### src/rtl/assert_macros.svh
// Assertion macros shared by the RTL of the byte translator.
// No dependencies; define ASSERT_OFF to compile the checks out.
`ifndef ASSERT_MACROS_SVH
`define ASSERT_MACROS_SVH

`ifndef ASSERT_OFF
// property must hold at every clock edge outside reset
`define BTS_ASSERT(lbl, clk, rst_n, prop, msg) \
    lbl: assert property (@(posedge clk) disable iff (!rst_n) (prop)) else $error(msg);
// expression must never be true outside reset
`define BTS_NEVER(lbl, clk, rst_n, expr, msg) \
    lbl: assert property (@(posedge clk) disable iff (!rst_n) !(expr)) else $error(msg);
`else
`define BTS_ASSERT(lbl, clk, rst_n, prop, msg)
`define BTS_NEVER(lbl, clk, rst_n, expr, msg)
`endif

`endif

### src/rtl/bts_pkg.sv
// Types and constants of the byte translator.
// No dependencies.
package bts_pkg;

    localparam logic [1:0] OP_CLEAR  = 2'd0;
    localparam logic [1:0] OP_DEFINE = 2'd1;
    localparam logic [1:0] OP_DATA   = 2'd2;

    localparam logic [1:0] MODE_TRANSLATE  = 2'd0;
    localparam int         MODE_DELETE_BIT = 1;

    localparam logic [1:0] REG_MODE    = 2'd0;
    localparam logic [1:0] REG_SQUEEZE = 2'd1;
    localparam logic [1:0] REG_NUL     = 2'd2;
    localparam logic [1:0] REG_FILL    = 2'd3;

    localparam int TBL_DEPTH = 256;

    typedef enum logic {
        K_CLEAR,
        K_DATA
    } t_kind;

    typedef struct packed {
        logic [1:0] mode;
        logic       squeeze;
        logic       nul_fill;
        logic [7:0] fill;
    } t_cfg;

    typedef struct packed {
        t_kind      kind;
        logic [7:0] value;
        logic       mark;
        logic [7:0] target;
    } t_item;

    typedef struct packed {
        logic  valid;
        t_item item;
    } t_stage;

endpackage

### src/rtl/byte_translate_squeeze_delete.sv
// Byte translator top level: one transaction accepted per cycle while full is low.
// A data byte passes the target RAM read, the lookup queue and the result queue
// before it shows on the result ports and can be popped. full is a credit check
// on the lookup queue; the back end retires one item per cycle while the result
// queue has room. Reset is synchronous: marks, squeeze memory, queues, config and
// valid registers clear at once; target RAM contents stay undefined until defined.
`include "assert_macros.svh"

module byte_translate_squeeze_delete #(
    parameter int MQ_DEPTH = 4,
    parameter int OQ_DEPTH = 2
) (
    input  logic       i_clk,
    input  logic       i_rst_n,
    input  logic       push,
    output logic       full,
    input  logic [1:0] i_opcode,
    input  logic [7:0] i_byte_value,
    input  logic [7:0] i_target_value,
    output logic       empty,
    input  logic       pop,
    output logic [7:0] o_out_byte,
    input  logic       i_cfg_we,
    input  logic [1:0] i_cfg_index,
    input  logic [7:0] i_cfg_wdata
);
    import bts_pkg::*;

    localparam int MCW = $clog2(MQ_DEPTH + 1);
    localparam int OCW = $clog2(OQ_DEPTH + 1);
    localparam int IW  = $bits(t_item);

    t_cfg           r_cfg;
    t_stage         s1;
    t_item          mid_item;
    logic [IW-1:0]  mid_rdata;
    logic           mid_empty, mid_full, mid_pop;
    logic [MCW-1:0] mid_count;
    logic [MCW:0]   used;
    logic           out_push, out_full;
    logic [7:0]     out_wdata;
    logic [OCW-1:0] out_count;
    logic           accept;

    always_ff @(posedge i_clk) begin
        if (!i_rst_n) begin
            r_cfg <= '0;
        end else if (i_cfg_we) begin
            unique case (i_cfg_index)
                REG_MODE:    r_cfg.mode     <= i_cfg_wdata[1:0];
                REG_SQUEEZE: r_cfg.squeeze  <= i_cfg_wdata[0];
                REG_NUL:     r_cfg.nul_fill <= i_cfg_wdata[0];
                REG_FILL:    r_cfg.fill     <= i_cfg_wdata;
                default:     r_cfg          <= r_cfg;
            endcase
        end
    end

    assign used   = {1'b0, mid_count} + (MCW + 1)'(s1.valid);
    assign full   = (used >= (MCW + 1)'(MQ_DEPTH));
    assign accept = push && !full;

    bts_front u_front (
        .i_clk         (i_clk),
        .i_rst_n       (i_rst_n),
        .i_accept      (accept),
        .i_opcode      (i_opcode),
        .i_byte_value  (i_byte_value),
        .i_target_value(i_target_value),
        .o_s1          (s1)
    );

    bts_fifo #(
        .WIDTH(IW),
        .DEPTH(MQ_DEPTH)
    ) u_mid_q (
        .i_clk  (i_clk),
        .i_rst_n(i_rst_n),
        .i_push (s1.valid),
        .i_wdata(s1.item),
        .i_pop  (mid_pop),
        .o_rdata(mid_rdata),
        .o_empty(mid_empty),
        .o_full (mid_full),
        .o_count(mid_count)
    );

    assign mid_item = t_item'(mid_rdata);

    bts_back u_back (
        .i_clk     (i_clk),
        .i_rst_n   (i_rst_n),
        .i_cfg     (r_cfg),
        .i_item    (mid_item),
        .i_empty   (mid_empty),
        .i_out_full(out_full),
        .o_pop     (mid_pop),
        .o_push    (out_push),
        .o_byte    (out_wdata)
    );

    bts_fifo #(
        .WIDTH(8),
        .DEPTH(OQ_DEPTH)
    ) u_out_q (
        .i_clk  (i_clk),
        .i_rst_n(i_rst_n),
        .i_push (out_push),
        .i_wdata(out_wdata),
        .i_pop  (pop && !empty),
        .o_rdata(o_out_byte),
        .o_empty(empty),
        .o_full (out_full),
        .o_count(out_count)
    );

    `BTS_NEVER(a_mid_overflow, i_clk, i_rst_n, s1.valid && mid_full, "lookup queue overflow")
    `BTS_NEVER(a_out_overflow, i_clk, i_rst_n, out_push && (out_count == OCW'(OQ_DEPTH)), "result queue overflow")
    `BTS_ASSERT(a_clear_issued, i_clk, i_rst_n, (accept && (i_opcode == OP_CLEAR)) |=> s1.valid, "clear not forwarded")
    `BTS_ASSERT(a_pop_needs_item, i_clk, i_rst_n, mid_pop |-> !mid_empty && !out_full, "back end popped without room")

endmodule

### src/rtl/bts_ram.sv
// Generic single-port-write, single-port-read RAM with registered read.
// No dependencies.
module bts_ram #(
    parameter int WIDTH = 8,
    parameter int DEPTH = 256
) (
    input  logic                     i_clk,
    input  logic                     i_we,
    input  logic [$clog2(DEPTH)-1:0] i_waddr,
    input  logic [WIDTH-1:0]         i_wdata,
    input  logic                     i_re,
    input  logic [$clog2(DEPTH)-1:0] i_raddr,
    output logic [WIDTH-1:0]         o_rdata
);

    logic [WIDTH-1:0] r_mem [DEPTH];
    logic [WIDTH-1:0] r_rdata;

    always_ff @(posedge i_clk) begin
        if (i_we) begin
            r_mem[i_waddr] <= i_wdata;
        end
        if (i_re) begin
            r_rdata <= r_mem[i_raddr];
        end
    end

    assign o_rdata = r_rdata;

endmodule

### src/rtl/bts_fifo.sv
// Small register queue with count, used between the pipeline parts.
// No dependencies.
module bts_fifo #(
    parameter int WIDTH = 8,
    parameter int DEPTH = 2
) (
    input  logic                       i_clk,
    input  logic                       i_rst_n,
    input  logic                       i_push,
    input  logic [WIDTH-1:0]           i_wdata,
    input  logic                       i_pop,
    output logic [WIDTH-1:0]           o_rdata,
    output logic                       o_empty,
    output logic                       o_full,
    output logic [$clog2(DEPTH+1)-1:0] o_count
);

    localparam int AW = $clog2(DEPTH);
    localparam int CW = $clog2(DEPTH + 1);

    logic [WIDTH-1:0] r_mem [DEPTH];
    logic [AW-1:0]    r_wptr, r_rptr, n_wptr, n_rptr;
    logic [CW-1:0]    r_count;

    always_comb begin
        n_wptr = (r_wptr == AW'(DEPTH - 1)) ? '0 : r_wptr + 1'b1;
        n_rptr = (r_rptr == AW'(DEPTH - 1)) ? '0 : r_rptr + 1'b1;
    end

    always_ff @(posedge i_clk) begin
        if (!i_rst_n) begin
            r_wptr  <= '0;
            r_rptr  <= '0;
            r_count <= '0;
        end else begin
            if (i_push) begin
                r_wptr <= n_wptr;
            end
            if (i_pop) begin
                r_rptr <= n_rptr;
            end
            r_count <= r_count + CW'(i_push) - CW'(i_pop);
        end
    end

    always_ff @(posedge i_clk) begin
        if (i_push) begin
            r_mem[r_wptr] <= i_wdata;
        end
    end

    assign o_rdata = r_mem[r_rptr];
    assign o_empty = (r_count == '0);
    assign o_full  = (r_count == CW'(DEPTH));
    assign o_count = r_count;

endmodule

### src/rtl/bts_front.sv
// Front end: accepts transactions, keeps mark bits and the target RAM,
// issues lookups. Depends on bts_pkg and bts_ram.
module bts_front (
    input  logic           i_clk,
    input  logic           i_rst_n,
    input  logic           i_accept,
    input  logic [1:0]     i_opcode,
    input  logic [7:0]     i_byte_value,
    input  logic [7:0]     i_target_value,
    output bts_pkg::t_stage o_s1
);
    import bts_pkg::*;

    localparam int AW = $clog2(TBL_DEPTH);

    logic [TBL_DEPTH-1:0] r_mark;
    logic                 r_valid;
    t_kind                r_kind;
    logic [7:0]           r_value;
    logic                 r_mark_bit;
    logic [7:0]           w_target;
    logic                 w_define, w_data, w_clear;

    assign w_clear  = i_accept && (i_opcode == OP_CLEAR);
    assign w_define = i_accept && (i_opcode == OP_DEFINE);
    assign w_data   = i_accept && (i_opcode == OP_DATA);

    bts_ram #(
        .WIDTH(8),
        .DEPTH(TBL_DEPTH)
    ) u_target_ram (
        .i_clk  (i_clk),
        .i_we   (w_define),
        .i_waddr(i_byte_value[AW-1:0]),
        .i_wdata(i_target_value),
        .i_re   (w_data),
        .i_raddr(i_byte_value[AW-1:0]),
        .o_rdata(w_target)
    );

    always_ff @(posedge i_clk) begin
        if (!i_rst_n) begin
            r_mark  <= '0;
            r_valid <= 1'b0;
        end else begin
            r_valid <= w_clear || w_data;
            if (w_clear) begin
                r_mark <= '0;
            end else if (w_define) begin
                r_mark[i_byte_value[AW-1:0]] <= 1'b1;
            end
        end
    end

    always_ff @(posedge i_clk) begin
        if (w_clear || w_data) begin
            r_kind     <= w_clear ? K_CLEAR : K_DATA;
            r_value    <= i_byte_value;
            r_mark_bit <= r_mark[i_byte_value[AW-1:0]];
        end
    end

    always_comb begin
        o_s1.valid       = r_valid;
        o_s1.item.kind   = r_kind;
        o_s1.item.value  = r_value;
        o_s1.item.mark   = r_mark_bit;
        o_s1.item.target = w_target;
    end

endmodule

### src/rtl/bts_back.sv
// Back end: translate, complement, delete and squeeze on queued items.
// Depends on bts_pkg.
module bts_back (
    input  logic          i_clk,
    input  logic          i_rst_n,
    input  bts_pkg::t_cfg  i_cfg,
    input  bts_pkg::t_item i_item,
    input  logic          i_empty,
    input  logic          i_out_full,
    output logic          o_pop,
    output logic          o_push,
    output logic [7:0]    o_byte
);
    import bts_pkg::*;

    logic [7:0] r_last;
    logic [7:0] w_tr;
    logic       w_go, w_emit;

    assign w_go = !i_empty && !i_out_full;

    always_comb begin
        if (i_cfg.mode == MODE_TRANSLATE) begin
            w_tr = (i_item.mark && (i_item.target != 8'd0)) ? i_item.target : i_item.value;
        end else if (i_item.value == 8'd0) begin
            w_tr = i_cfg.nul_fill ? i_cfg.fill : 8'd0;
        end else begin
            w_tr = i_item.mark ? i_item.value : i_cfg.fill;
        end

        if (i_item.kind == K_CLEAR) begin
            w_emit = 1'b0;
            o_byte = i_item.value;
        end else if (i_cfg.mode[MODE_DELETE_BIT]) begin
            w_emit = (i_item.value != 8'd0) && !i_item.mark;
            o_byte = i_item.value;
        end else begin
            w_emit = !(i_cfg.squeeze && (w_tr != i_item.value) && (w_tr == r_last));
            o_byte = w_tr;
        end
    end

    always_ff @(posedge i_clk) begin
        if (!i_rst_n) begin
            r_last <= 8'd0;
        end else if (w_go) begin
            if (i_item.kind == K_CLEAR) begin
                r_last <= 8'd0;
            end else if (!i_cfg.mode[MODE_DELETE_BIT] && i_cfg.squeeze) begin
                r_last <= w_tr;
            end
        end
    end

    assign o_pop  = w_go;
    assign o_push = w_go && w_emit;

endmodule

### config.mk
export PLATFORM = sky130hd
export DESIGN_NAME = byte_translate_squeeze_delete
export DESIGN_NICKNAME = d
export VERILOG_FILES = /design/src/rtl/bts_pkg.sv /design/src/rtl/byte_translate_squeeze_delete.sv /design/src/rtl/bts_ram.sv /design/src/rtl/bts_fifo.sv /design/src/rtl/bts_front.sv /design/src/rtl/bts_back.sv
export VERILOG_INCLUDE_DIRS = /design/src /design/src/rtl
export SDC_FILE = /design/constraint.sdc
export NUM_CORES = 2
export LEC_CHECK = 0
export BUFFER_PORTS_ARGS = -buffer_cell sky130_fd_sc_hd__clkbuf_2
export CORE_UTILIZATION = 63
export DETAILED_ROUTE_END_ITERATION = 10
export PLACE_DENSITY = 0.79
export SLEW_MARGIN = 20
export SYNTH_ARGS = -nofsm -noshare
export SYNTH_HDL_FRONTEND = slang
export SYNTH_HIERARCHICAL = 1
export SYNTH_SLANG_ARGS = --single-unit
### constraint.sdc
create_clock -name i_clk -period 5.2 [get_ports i_clk]
set_input_delay 1.3 -clock i_clk [delete_from_list [all_inputs] [get_ports i_clk]]
set_output_delay 1.3 -clock i_clk [all_outputs]
set_load 0.05 [all_outputs]
* Yosys cells after proc, flatten, opt, wreduce, memory -nomap -nowiden
Memories as Yosys holds them, arrays and structs flattened. A register that Yosys moved wholly into a read port is not among the register bits.
Index checks and enable logic that the tools add are counted.
** Word-level totals
- Bits in registers :: 298
- Bits in writable memories :: 2136
- Input bits :: 33
- Logic and storage cells :: 109
- Memories kept :: 3
** Operators by class
- $add $sub $neg :: 9
- Magnitude comparators :: 3
- Equal/unequal tests :: 11
- Multiplexer cells :: 30
- Bitwise logic cells :: 2
- Reductions and logical operators :: 35
** Memory list
- u_front.u_target_ram.r_mem :: depth 256, width 8, rd ports 1, clocked after memory_dff 1, wr ports 1, line bts_ram.sv:16 : logic [WIDTH-1:0] r_mem [DEPTH];
- u_mid_q.r_mem :: depth 4, width 18, rd ports 1, clocked after memory_dff 1, wr ports 1, line bts_fifo.sv:21 : logic [WIDTH-1:0] r_mem [DEPTH];
- u_out_q.r_mem :: depth 2, width 8, rd ports 1, clocked after memory_dff 1, wr ports 1, line bts_fifo.sv:21
** Operators with widths (number)
- 256-bit bitwise OR :: 1
- 8-bit 2-to-1 mux :: 9
- 8-bit nonzero test :: 2
- 1-bit 2-to-1 mux :: 15
- 1-bit logical AND :: 13
- 2-bit == test (second input constant) :: 6
- 2-bit AND reduction :: 5
- 8-bit by 9-bit less-than comparator with 1-bit output (second input constant) :: 1
- 1-bit binary-select mux with 8-bit select :: 1
- 1-bit demux with 8-bit select :: 1
- 8-bit == test :: 1
- 8-bit by 1-bit greater-or-equal comparator with 1-bit output (second input constant) :: 1
- 2-bit logical NOT :: 4
- 8-bit logical NOT :: 1
- 2-bit 2-to-1 mux :: 4
- 8-bit != test :: 1
- 1-bit logical NOT :: 7
- 2-bit by 1-bit adder with 2-bit output (second input constant) :: 2
- 3-bit by 1-bit adder with 4-bit output :: 1
- 2-bit by 1-bit == test with 1-bit output (second input constant) :: 2
- 4-bit by 3-bit greater-or-equal comparator with 1-bit output (second input constant) :: 1
- 3-bit by 1-bit adder with 3-bit output :: 1
- 3-bit logical NOT :: 1
- 3-bit by 1-bit subtractor with 3-bit output :: 1
- other kinds (7) :: 8

* Longest topological paths before layout
- Depth after elaboration :: 13
- Mapped depth :: 15
- Mapped depth without buffers :: 11

* By module
The synthesis kept the hierarchy.
** By module, submodules not included
- bts_ram :: times used 1, cells an instance 3733, area an instance 79636.4 µm²
- bts_front :: times used 1, cells an instance 1053, area an instance 10186.0 µm²
- bts_fifo at u_mid_q :: times used 1, cells an instance 138, area an instance 3096.7 µm²
- bts_back :: times used 1, cells an instance 232, area an instance 1634.1 µm²
- bts_fifo at u_out_q :: times used 1, cells an instance 46, area an instance 800.8 µm²
- byte_translate_squeeze_delete :: times used 1, cells an instance 54, area an instance 513.0 µm²

* Worst setup path before layout
No wires, ideal clock.
- Kind :: register to register
- Start :: register (tool-made name)
- End :: memory u_out_q.r_mem[0][0] (enable)
- Arrival time :: 3417 ps
- Required time :: 4825 ps
- Path slack :: 1408 ps
- Stages on the path, launching flop included :: 14
- Path buffers :: 4
- Clock period less this slack :: 3792 ps
- Path through :: dfxtp_1 -> buf_6 -> buf_12 -> mux4_2 -> buf_2 -> or4_4 -> nor2_2 -> o21ai_2 -> buf_2 -> a311oi_1 -> o22ai_1 -> and2_0 -> a31oi_1 -> nor2b_1
** RTL lines (line)
- end: declaration :: bts_fifo.sv:21

==> run metrics <==
status=finished, final reports clean; clock sinks=approximately 2400; drt drc=0; critical path class=register to register; Hold Buf Count CTS=0; die footprint=153700 um^2; core area=150500 um^2; Port Buffers=42; CTS buffer count=~230; Net count, final=5578; crit path max fanout=16; Tot GR Track Use=32.02%; Fillers=8617; vias in the first global route=53402; vias=approximately 54000; Final Power=between 40 and 50 mW; worst-margin pin slew=1236 ps; Slew Limit Fails=0; P&R area growth vs syn=11.84%; YS warnings=6; CTS tree=done; Routed wire per std cell=31.26 um; final antenna-violating net count=0; f_max=0.2245 GHz; first-pass GRT wire length=355100 um; Max clock buf depth=3; die width=~390 um; Detailed Route WL=242100 um; setup violators final=0; Syn Std Cell Area=95860 um^2; Leak=34.32 nW; Final Hold Violating Endpoints=0; Max VDD drop=0.4083 mV; root buf cell=clkbuf_16; TNS Setup=0 ps; FP Rows=about 140; setup slack after layout=745.2 ps; start point of the worst hold path=u_front/r_mark[134]; CP arrival=5020 ps; share of layout cells above drive strength 1=between 20% and 30%; Syn Nets=5298; Final Util=roughly 70%; CP Launch Type=register; post-synthesis instance total=between 5000 and 6000; I/O pin count=43; Final Critical Period=4455 ps; Die Ht=392.1 um; RSZ-0062 raised after global routing=no; initial antenna violation count=6; Layout Skew=33.90 ps; clock transition at the registers of the reported paths=60 ps; pin count of the biggest net entering global routing=153; worst hold path type=register to register; max_cap viols=0; Post-CTS Resized=0; fin crit share=85.67%; DP HPWL=142500 um; drt pass-1 iters=7; total grt overflow=0; Starting Density=a little under two thirds; H-tree depth=4; Worst-Skew Late Latency=870 ps; Worst slew margin=between 15 and 20%; post-synthesis area per instance=18.24 um^2; Power Density=386.9 nW/um^2; Multi-input gate area=23330 um^2; final RePlAce weighted congestion=0.9283; number of setup buffers added after CTS=0; FF/Latch Area=70510 um^2; Via density=about 7; critical path capture point type=register; Post-Place Setup Slack=372.8 ps; initial DRC count=around 8000; Req. time, crit path=5760 ps
[cells in the final DEF (no fill, tap or decap), types with 35 or more instances in the layout]
master and count:
o22ai_1 35, mux4_2 528, clkinv_2 41, nand3_1 37, nand2_1 77, nor3_1 37
clkbuf_1 47, clkbuf_16 229, clkinv_1 37, nor2_1 576, nor2b_1 46, o221ai_1 50
edfxtp_1 2154, mux2i_1 151, dfxtp_1 291, buf_4 343, a22oi_1 178, a21oi_1 383
[state kept, by name, indices dropped and copies added (netlist names), named ones only]
signal and count:
u_front/r_mark_bit 1, u_front/r_value 8, u_mid_q/r_mem 72, u_front/u_target_ram/o_rdata 8, u_mid_q/o_count 3, u_out_q/r_wptr 1, u_out_q/r_rptr 1, r_cfg 12
u_back/r_last 8, u_front/r_valid 1, u_front/r_kind 1, u_mid_q/r_rptr 2, u_front/u_target_ram/r_mem 2048, u_front/r_mark 256, u_out_q/r_mem 16, u_out_q/o_count 2
u_mid_q/r_wptr 2
[critical path: stages (launching register included)]
cell and delay [ps]:
dfxtp_1 840, mux4_2 570, or4_4 590, nor2_2 190
o21ai_2 230, a311oi_1 340, o32ai_1 120, and2_0 220
a31oi_1 450, nor2b_1 380, buf_4 230
[power by group]
part,switching [mW],internal (mW)
registers,0.100,21.5
clock network,7.29,9.28
logic,2.17,1.15
total,9.56,31.9
[per-layer routing]
metal	track usage [%]	routed length (um)	up-vias	share of wire [%]
li1	-	-	21783	-
met1	44.66	87790	27456	36
met2	49.72	115500	4195	48
met3	7.379	28940	650	12
met4	12.51	9893	4	4.1
met5	0	21	-	0.0087
[through the flow]
step	instance area [um^2]	hold WS, ps	std cells
4_1_cts	107200	462.8	7742
5_1_grt	107200	478.0	7742
6_report	107200	462.1	7745
3_3_place_gp	99780	441.7	7323
2_1_floorplan	95860	431.5	5255
3_5_place_dp	99780	447.6	7323
[final timing paths]
| path | end | slack, ps | cells after the start |
|---|---|---|---|
| worst max register to register | u_out_q/r_mem[0][4] | 750 | 10 |
| worst min register to register | u_front/r_mark[134] | 460 | 2 |
| worst max-delay path | u_out_q/r_mem[0][4] | 750 | 10 |
| worst min-delay path | u_front/r_mark[134] | 460 | 2 |
[final cells by class]
| type | count | share of cell area, % |
|---|---|---|
| multi-input cells | 2432 | 21.76 |
| inverters | 24 | 0.08403 |
| well taps | 2016 | 2.353 |
| clock inverters | 139 | 1.364 |
| flip-flops and latches | 2445 | 65.77 |
| diodes | 3 | 0.007002 |
| clock buffers | 280 | 5.561 |
| repair buffers | 406 | 3.102 |
Note: power is estimated with default switching activity, not from simulation.
